===== src/sv/icmpf_pkg.sv =====
// ----------------------------------------------------------------------------
// icmpf_pkg
// Types, constants and the FNV-1a step shared by the ICMP echo filter.
// ----------------------------------------------------------------------------
package icmpf_pkg;

  localparam logic [63:0] FnvBasis = 64'hcbf2_9ce4_8422_2325;

  localparam int unsigned MinPacketBytes = 28;
  localparam int unsigned MaxPacketBytes = 65535;
  localparam int unsigned MinHeaderBytes = 20;
  localparam int unsigned EchoHeaderBytes = 8;

  localparam logic [3:0] IpVersion4 = 4'd4;
  localparam logic [7:0] ProtoIcmp = 8'd1;
  localparam logic [7:0] IcmpEchoRequest = 8'd8;
  localparam logic [7:0] IcmpCodeZero = 8'd0;
  localparam logic [7:0] FlagsMask = 8'hbf;

  localparam int unsigned CfgIndexWidth = 3;
  localparam int unsigned CfgDataWidth = 32;

  localparam logic [CfgIndexWidth-1:0] RegSrcAddr = 3'd0;
  localparam logic [CfgIndexWidth-1:0] RegDstAddr = 3'd1;
  localparam logic [CfgIndexWidth-1:0] RegIdentMin = 3'd2;
  localparam logic [CfgIndexWidth-1:0] RegIdentMax = 3'd3;
  localparam logic [CfgIndexWidth-1:0] RegSeqMin = 3'd4;
  localparam logic [CfgIndexWidth-1:0] RegSeqMax = 3'd5;

  localparam logic [31:0] SrcAddrReset = 32'd170721282;
  localparam logic [31:0] DstAddrReset = 32'd170721281;
  localparam logic [15:0] IdentMinReset = 16'd10001;
  localparam logic [15:0] IdentMaxReset = 16'd10099;
  localparam logic [15:0] SeqMinReset = 16'd1;
  localparam logic [15:0] SeqMaxReset = 16'd5;

  typedef struct packed {
    logic [31:0] src_addr;
    logic [31:0] dst_addr;
    logic [15:0] ident_min;
    logic [15:0] ident_max;
    logic [15:0] seq_min;
    logic [15:0] seq_max;
  } cfg_t;

  typedef struct packed {
    logic adv;
    logic fin;
  } step_t;

  typedef struct packed {
    logic        accepted;
    logic [15:0] ip_ident;
    logic [15:0] echo_ident;
    logic [15:0] echo_sequence;
    logic [15:0] byte_count;
  } verdict_t;

  // The prime 2^40 + 0x1b3 reduces to a sum of shifted copies.
  function automatic logic [63:0] fnv_step(input logic [63:0] h, input logic [7:0] b);
    logic [63:0] x;
    x = h ^ {56'd0, b};
    return (x << 40) + (x << 8) + (x << 7) + (x << 5) + (x << 4) + (x << 1) + x;
  endfunction

  function automatic logic [7:0] addr_byte(input logic [31:0] addr, input logic [1:0] idx);
    logic [7:0] r;
    case (idx)
      2'd0: r = addr[31:24];
      2'd1: r = addr[23:16];
      2'd2: r = addr[15:8];
      default: r = addr[7:0];
    endcase
    return r;
  endfunction

endpackage


===== src/sv/icmpf_hash.sv =====
// ----------------------------------------------------------------------------
// icmpf_hash
// Running FNV-1a 64-bit accumulator; one byte folded in per processed beat.
// ----------------------------------------------------------------------------
module icmpf_hash (
  input  logic               clk,
  input  logic               rst,
  input  icmpf_pkg::step_t   step,
  input  logic [7:0]         data_byte,
  output logic [63:0]        hash_now
);
  import icmpf_pkg::*;

  logic [63:0] hash;

  assign hash_now = fnv_step(hash, data_byte);

  always_ff @(posedge clk) begin
    if (rst) begin
      hash <= FnvBasis;
    end else if (step.adv) begin
      hash <= step.fin ? FnvBasis : hash_now;
    end
  end

endmodule


===== src/sv/icmpf_parser.sv =====
// ----------------------------------------------------------------------------
// icmpf_parser
// Tracks the byte position, captures IPv4 and ICMP header fields, runs the
// per-byte checks and forms the verdict on the final byte.
// ----------------------------------------------------------------------------
module icmpf_parser (
  input  logic                 clk,
  input  logic                 rst,
  input  icmpf_pkg::step_t     step,
  input  logic [7:0]           data_byte,
  input  icmpf_pkg::cfg_t      cfg,
  output icmpf_pkg::verdict_t  verdict
);
  import icmpf_pkg::*;

  logic [16:0] bytes_seen;
  logic [5:0]  header_bytes;
  logic [15:0] length_field;
  logic [15:0] ident_field;
  logic [15:0] echo_id_field;
  logic [15:0] echo_seq_field;
  logic        checks_ok;

  logic [16:0] bytes_seen_next;
  logic [5:0]  header_bytes_next;
  logic [15:0] length_field_next;
  logic [15:0] ident_field_next;
  logic [15:0] echo_id_field_next;
  logic [15:0] echo_seq_field_next;
  logic        checks_ok_next;

  logic [16:0] rel;
  logic        in_echo;
  logic        ok;

  always_comb begin
    bytes_seen_next = bytes_seen;
    header_bytes_next = header_bytes;
    length_field_next = length_field;
    ident_field_next = ident_field;
    echo_id_field_next = echo_id_field;
    echo_seq_field_next = echo_seq_field;
    checks_ok_next = checks_ok;
    rel = bytes_seen - {11'd0, header_bytes};
    in_echo = (header_bytes >= 6'(MinHeaderBytes)) &&
              (bytes_seen >= {11'd0, header_bytes}) && (rel[16:3] == '0);

    if (!bytes_seen[16]) begin
      if (bytes_seen == 17'd0) begin
        header_bytes_next = {data_byte[3:0], 2'b00};
        if (data_byte[7:4] != IpVersion4) checks_ok_next = 1'b0;
        if ({data_byte[3:0], 2'b00} < 6'(MinHeaderBytes)) checks_ok_next = 1'b0;
      end else if (bytes_seen == 17'd2 || bytes_seen == 17'd3) begin
        length_field_next = {length_field[7:0], data_byte};
      end else if (bytes_seen == 17'd4 || bytes_seen == 17'd5) begin
        ident_field_next = {ident_field[7:0], data_byte};
      end else if (bytes_seen == 17'd6) begin
        if ((data_byte & FlagsMask) != 8'd0) checks_ok_next = 1'b0;
      end else if (bytes_seen == 17'd7) begin
        if (data_byte != 8'd0) checks_ok_next = 1'b0;
      end else if (bytes_seen == 17'd9) begin
        if (data_byte != ProtoIcmp) checks_ok_next = 1'b0;
      end else if (bytes_seen >= 17'd12 && bytes_seen <= 17'd15) begin
        if (addr_byte(cfg.src_addr, bytes_seen[1:0]) != data_byte) checks_ok_next = 1'b0;
      end else if (bytes_seen >= 17'd16 && bytes_seen <= 17'd19) begin
        if (addr_byte(cfg.dst_addr, bytes_seen[1:0]) != data_byte) checks_ok_next = 1'b0;
      end

      if (in_echo) begin
        case (rel[2:0])
          3'd0: if (data_byte != IcmpEchoRequest) checks_ok_next = 1'b0;
          3'd1: if (data_byte != IcmpCodeZero) checks_ok_next = 1'b0;
          3'd4, 3'd5: echo_id_field_next = {echo_id_field[7:0], data_byte};
          3'd6, 3'd7: echo_seq_field_next = {echo_seq_field[7:0], data_byte};
          default: ;
        endcase
      end
      bytes_seen_next = bytes_seen + 17'd1;
    end

    ok = checks_ok_next &&
         (bytes_seen_next >= 17'(MinPacketBytes)) &&
         (bytes_seen_next <= 17'(MaxPacketBytes)) &&
         ({11'd0, header_bytes_next} + 17'(EchoHeaderBytes) <= bytes_seen_next) &&
         ({1'b0, length_field_next} == bytes_seen_next) &&
         (echo_id_field_next >= cfg.ident_min) && (echo_id_field_next <= cfg.ident_max) &&
         (echo_seq_field_next >= cfg.seq_min) && (echo_seq_field_next <= cfg.seq_max);

    verdict.accepted = ok;
    verdict.ip_ident = ok ? ident_field_next : 16'd0;
    verdict.echo_ident = ok ? echo_id_field_next : 16'd0;
    verdict.echo_sequence = ok ? echo_seq_field_next : 16'd0;
    verdict.byte_count = ok ? bytes_seen_next[15:0] : 16'd0;
  end

  always_ff @(posedge clk) begin
    if (rst || (step.adv && step.fin)) begin
      bytes_seen <= '0;
      header_bytes <= '0;
      length_field <= '0;
      ident_field <= '0;
      echo_id_field <= '0;
      echo_seq_field <= '0;
      checks_ok <= 1'b1;
    end else if (step.adv) begin
      bytes_seen <= bytes_seen_next;
      header_bytes <= header_bytes_next;
      length_field <= length_field_next;
      ident_field <= ident_field_next;
      echo_id_field <= echo_id_field_next;
      echo_seq_field <= echo_seq_field_next;
      checks_ok <= checks_ok_next;
    end
  end

endmodule


===== src/sv/icmp_echo_filter_fingerprint.sv =====
// ----------------------------------------------------------------------------
// icmp_echo_filter_fingerprint
// ICMP echo request filter for IPv4 packets with an FNV-1a 64-bit fingerprint.
// ----------------------------------------------------------------------------
// The slave stream carries one packet byte per beat in s_axis_tdata, with
// s_axis_tlast on the final byte. The master stream gives one result beat per
// packet: m_axis_tuser is the verdict and m_axis_tdata holds the IP
// identification, echo identifier, echo sequence, byte count and fingerprint.
// All payload fields of a rejected packet are zero.
// The block takes one byte per cycle. A byte is held in the input register
// and is then folded into the header state and the hash; when the final byte
// is folded in, the result beat is written to the output register. The hash
// update, a combinational sum of shifted copies, sets the cycle time.
// When the receiver stalls, the result waits in the output register while
// bytes of the next packet keep flowing; only its final byte waits for the
// output register to free up, and then s_axis_tready drops. Reset restores
// the default addresses and ranges, clears the packet state and empties both
// registers. The cfg_* port writes one register per cycle; the user must use
// it only while no packet is in progress, and the block does not enforce it.
// ----------------------------------------------------------------------------
module icmp_echo_filter_fingerprint (
  input  logic                                 clk,
  input  logic                                 rst,
  input  logic                                 s_axis_tvalid,
  output logic                                 s_axis_tready,
  input  logic [7:0]                           s_axis_tdata,  // data_byte
  input  logic                                 s_axis_tlast,
  output logic                                 m_axis_tvalid,
  input  logic                                 m_axis_tready,
  // ip_ident, echo_ident, echo_sequence, byte_count, fingerprint
  output logic [127:0]                         m_axis_tdata,
  output logic                                 m_axis_tuser,  // accepted
  input  logic                                 cfg_we,
  input  logic [icmpf_pkg::CfgIndexWidth-1:0]  cfg_index,
  input  logic [icmpf_pkg::CfgDataWidth-1:0]   cfg_data
);
  import icmpf_pkg::*;

  cfg_t        cfg;
  logic        in_valid;
  logic [7:0]  in_data;
  logic        in_last;
  step_t       step;
  verdict_t    verdict;
  logic [63:0] hash_now;

  always_ff @(posedge clk) begin
    if (rst) begin
      cfg.src_addr <= SrcAddrReset;
      cfg.dst_addr <= DstAddrReset;
      cfg.ident_min <= IdentMinReset;
      cfg.ident_max <= IdentMaxReset;
      cfg.seq_min <= SeqMinReset;
      cfg.seq_max <= SeqMaxReset;
    end else if (cfg_we) begin
      unique case (cfg_index)
        RegSrcAddr: cfg.src_addr <= cfg_data;
        RegDstAddr: cfg.dst_addr <= cfg_data;
        RegIdentMin: cfg.ident_min <= cfg_data[15:0];
        RegIdentMax: cfg.ident_max <= cfg_data[15:0];
        RegSeqMin: cfg.seq_min <= cfg_data[15:0];
        RegSeqMax: cfg.seq_max <= cfg_data[15:0];
        default: ;
      endcase
    end
  end

  assign step = '{adv: in_valid && (!in_last || !m_axis_tvalid || m_axis_tready),
                  fin: in_last};
  assign s_axis_tready = !in_valid || step.adv;

  always_ff @(posedge clk) begin
    if (rst) begin
      in_valid <= 1'b0;
    end else if (s_axis_tvalid && s_axis_tready) begin
      in_valid <= 1'b1;
    end else if (step.adv) begin
      in_valid <= 1'b0;
    end
  end

  always_ff @(posedge clk) begin
    if (s_axis_tvalid && s_axis_tready) begin
      in_data <= s_axis_tdata;
      in_last <= s_axis_tlast;
    end
  end

  icmpf_hash u_hash (
    .clk       (clk),
    .rst       (rst),
    .step      (step),
    .data_byte (in_data),
    .hash_now  (hash_now)
  );

  icmpf_parser u_parser (
    .clk       (clk),
    .rst       (rst),
    .step      (step),
    .data_byte (in_data),
    .cfg       (cfg),
    .verdict   (verdict)
  );

  always_ff @(posedge clk) begin
    if (rst) begin
      m_axis_tvalid <= 1'b0;
    end else if (step.adv && step.fin) begin
      m_axis_tvalid <= 1'b1;
    end else if (m_axis_tready) begin
      m_axis_tvalid <= 1'b0;
    end
  end

  always_ff @(posedge clk) begin
    if (step.adv && step.fin) begin
      m_axis_tuser <= verdict.accepted;
      m_axis_tdata <= {verdict.accepted ? hash_now : 64'd0, verdict.byte_count,
                       verdict.echo_sequence, verdict.echo_ident, verdict.ip_ident};
    end
  end

  a_reject_zero: assert property (@(posedge clk) disable iff (rst)
    m_axis_tvalid && !m_axis_tuser |-> m_axis_tdata == 128'd0)
    else $error("rejected result carries nonzero payload");

  a_accept_size: assert property (@(posedge clk) disable iff (rst)
    m_axis_tvalid && m_axis_tuser |-> m_axis_tdata[63:48] >= 16'(MinPacketBytes))
    else $error("accepted result with too few bytes");

  a_final_result: assert property (@(posedge clk) disable iff (rst)
    step.adv && step.fin |=> m_axis_tvalid)
    else $error("final byte processed without a result");

endmodule


===== config.mk =====
export PLATFORM = sky130hd
export DESIGN_NAME = icmp_echo_filter_fingerprint
export DESIGN_NICKNAME = d
export VERILOG_FILES = /design/src/sv/icmpf_pkg.sv /design/src/sv/icmpf_hash.sv /design/src/sv/icmpf_parser.sv /design/src/sv/icmp_echo_filter_fingerprint.sv
export SDC_FILE = /design/constraint.sdc
export NUM_CORES = 2
export LEC_CHECK = 0
export ABC_AREA = 1
export BUFFER_PORTS_ARGS = -buffer_cell sky130_fd_sc_hd__buf_2
export CORE_MARGIN = 4
export CORE_UTILIZATION = 29
export CTS_CLUSTER_SIZE = 24
export DETAILED_ROUTE_END_ITERATION = 6
export SYNTH_ARGS = -nofsm -noshare
export SYNTH_HDL_FRONTEND = slang
export SYNTH_SLANG_ARGS = --single-unit

===== constraint.sdc =====
create_clock -name clk -period 7.4 [get_ports clk]
set_clock_uncertainty 0.1 [all_clocks]
set_input_delay 0 -clock clk [delete_from_list [all_inputs] [get_ports clk]]
set_output_delay 0 -clock clk [all_outputs]
set_load 0.01 [all_outputs]

==> summary.md <==
| Metric | Value |
|---|---|
| Period minus WS final | `6.554 ns` |
| Metal-1 WL | `42.83 mm` |
| Achievable clock frequency | `152.6 MHz` |
| Worst Path Required | `7.66 ns` |
| Final #Nets | `4266` |
| Die H | `328.6 um` |
| Worst setup EP type | `register` |
| Clock root buffer | `clkbuf_16` |
| Crit start category | `register` |
| Post-CTS Setup Inserts | `0` |
| Setup TNS Final | `0 ns` |
| Total GRT Usage | `0.1751` |
| Worst min-delay path category | `primary input to register` |
| Drt wl/cell | `18.28 um` |
| DRC | `0` |
| Initial antenna violation count | `10` |
| Hold_buf cts | `64` |
| Sequential fraction of the synthesis area | `0.3284` |
| DR vias | `24900` |
| Clock latency on the worst-skew pair | `0.65 ns` |
| Crit-path slowest cell | `xnor2_1` |
| Status | `completed` |
| Syn Area/Cell | `8.299 sq um` |
| Area of the mapped netlist | `0.02981 sq mm` |
| Primary FF master, synth | `dfxtp_1` |
| GPL Wtd Cong | `0.9320` |
| DR vias/cell | `4.801` |
| Clock buffer depth | `3` |
| WL met3 | `6.295 mm` |
| CP Cell Sequence | `buf_4, xnor2_1, inv_1, fa_1, fa_1, fa_1, ha_1, ha_1, nand2_1, o21ai_0, inv_1, nand2_1, nand2_1, nand2_1, a21oi_1, o21ai_0, a21boi_0, o21ai_0, xnor2_1, nor2_1` |
| Area delta synth->final | `15.35%` |
| Flip-flop and latch count after synthesis | `420` |
| Syn Nets | `4083` |
| Gate Count Post-Synth | `3592` |
| Worst Tran Pin Value | `1.241 ns` |
| # setup viols final | `0` |
| H-tree levels | `2` |
| Dpl hpwl | `71.50 mm` |
| Crit-path max FO | `8` |
| Total grt overflow | `0` |
| Share of the synthesized area in the top cell type | `0.1894` |
| Worst R2R Setup Slack | `0.85 ns` |
| Synth unique cells | `48` |
| Share of layout cells above drive strength 1 | `0.08831` |
| Number of port buffers | `179` |
| CP peak stage delay | `0.60 ns` |
| Final Core Density | `0.3375` |
| Final ANT Viol Nets | `0` |
| Most common cell on crit path | `nand2_1` |
| Reg area | `0.009789 sq mm` |
| Slew margin rel. | `0.1717` |
| Final Hold Viols | `0` |
| Synth area leaders | `dfxtp_1 19%, fa_1 17%, edfxtp_1 14%, nand2_1 8.0%, ha_1 8.0%` |
| Core ar. | `0.1019 sq mm` |
| Drt pass-1 iters | `5` |
| Number of synthesized flops with an enable pin | `138` |
| Synth async-reset ratio | `0` |
| Pins Over Slew Limit | `0` |
| # rows | `117` |
| IO Pins | `180` |
| Vias in the first global route | `24460` |
| Synth top cells by count | `635 x nand2_1, 449 x inv_1, 407 x nor2_1` |
| Largest area contributor in the netlist | `dfxtp_1` |
| CTS tree | `yes` |
| Routed met2 length | `42.56 mm` |
| First-pass GRT wire length | `146.0 mm` |
| RSZ-0062 raised after global routing | `no` |
| Top Layer Used | `met5` |
| CTS Buf Count | `50` |
| Clk sinks | `420` |
| Max-cap violation count | `0` |
| Die Span X | `328.6 um` |
| Synth warn | `0` |
| Initial Util | `0.2926` |
| Post-route clock period utilization | `0.8857` |
| Largest net degree at the start of global routing | `122` |
| CP Data Arrival Time | `6.81 ns` |
| Most frequent cell after synthesis | `nand2_1` |
| Iter 0 DRT Violations | `2054` |
| WS Path Type | `register to register` |
| Layout fillers | `10784` |
| Clk slew on worst S/H paths | `0.06 ns` |
| DRT Wirelength | `94.82 mm` |
| Area of the multi-input gates | `0.01769 sq mm` |
| Die area | `0.1080 sq mm` |
| Post-CTS Resized | `0` |
## sequential cells by signal, indices dropped and copies added (netlist names), 6 cells and up
name,count
cfg,128
m_axis_tdata,128
u_hash.hash,64
u_parser.bytes_seen,17
u_parser.echo_id_field,16
u_parser.echo_seq_field,16
u_parser.ident_field,16
u_parser.length_field,16
in_data,8
u_parser.header_bytes,6
## kinds of logic after synthesis
| family | after synthesis | share of synthesized area |
|---|---|---|
| flops | 420 | 0.3284 |
| buf+inv | 600 | 0.07937 |
| xor+xnor | 88 | 0.02586 |
| simple gates | 1261 | 0.1718 |
| mux | 30 | 0.01007 |
| fa+ha+maj | 442 | 0.2490 |
| compound gates | 751 | 0.1356 |
## area by class of cell
class / instances / share of cell area
Clock inverter: 29 / 0.009316
Tap cell: 1368 / 0.04978
Multi-Input combinational cell: 2572 / 0.5146
Sequential cell: 420 / 0.2847
Timing Repair Buffer: 270 / 0.05094
Antenna cell: 2 / 0.0001456
Clock buffer: 64 / 0.03999
Inverter: 461 / 0.05054
## worst max-delay path, delay by kind of cell, from the launching register on
kind | cells | cell delay (ns)
DFF | 1 | 0.36
and+or+nand+nor | 5 | 0.43
AOI/OAI and AO/OA | 5 | 1.74
xor gates and xnor gates | 2 | 0.79
adders and majority gates | 5 | 2.26
buffers and inverters | 3 | 0.59
## layout by cell type (no fill, tap or decap), types with 10 or more instances in the layout
master         instances
o21ai_1               38
nand4_1               30
or2_2                 19
nor4_1                10
nor3_1                27
dlygate4sd3_1         64
inv_2                 13
nand2_1              634
nor2_1               404
xor2_1                50
xnor2_1               38
nand3_1              118
o21ai_0              300
o211ai_1              32
mux2i_1               30
fa_1                 252
clkbuf_16             51
inv_1                446
dfxtp_1              282
buf_2                179
a21o_1                11
a21oi_1              303
buf_4                 26
edfxtp_1             138
ha_1                 190
o21bai_1              15
## path summary, 6_finish.rpt
path | endpoint | depth (start not counted) | from
hold reg to reg | cfg[117] | 2 | cfg[117]
setup reg to reg | m_axis_tdata[108] | 20 | in_data[3]
setup / recovery | m_axis_tdata[108] | 20 | in_data[3]
hold / removal | cfg[120] | 4 | cfg_data[24]
## routing by layer
metal	track usage	vias to the layer above
met5	0	-
met4	0.05642	2
met2	0.2775	716
li1	-	12099
met1	0.2388	11942
met3	0.03676	141
## metrics by stage
stage / setup slack (ns) / cells / instance area, sq um / hold WS, ns
final: 0.8460 / 5186 / 34380 / 0.03809
after floorplan: 2.191 / 3592 / 29810 / -0.001131
after detailed placement: 1.042 / 5027 / 32040 / 0.08006
after global placement: 1.056 / 5027 / 32040 / 0.07861
after CTS: 0.9810 / 5184 / 34380 / 0.002170
after global routing: 0.4910 / 5184 / 34380 / 0.02611
Power is left out: the tool's default activity adds up to more than one toggle a clock period on the data nets, which glitch-free logic cannot reach.
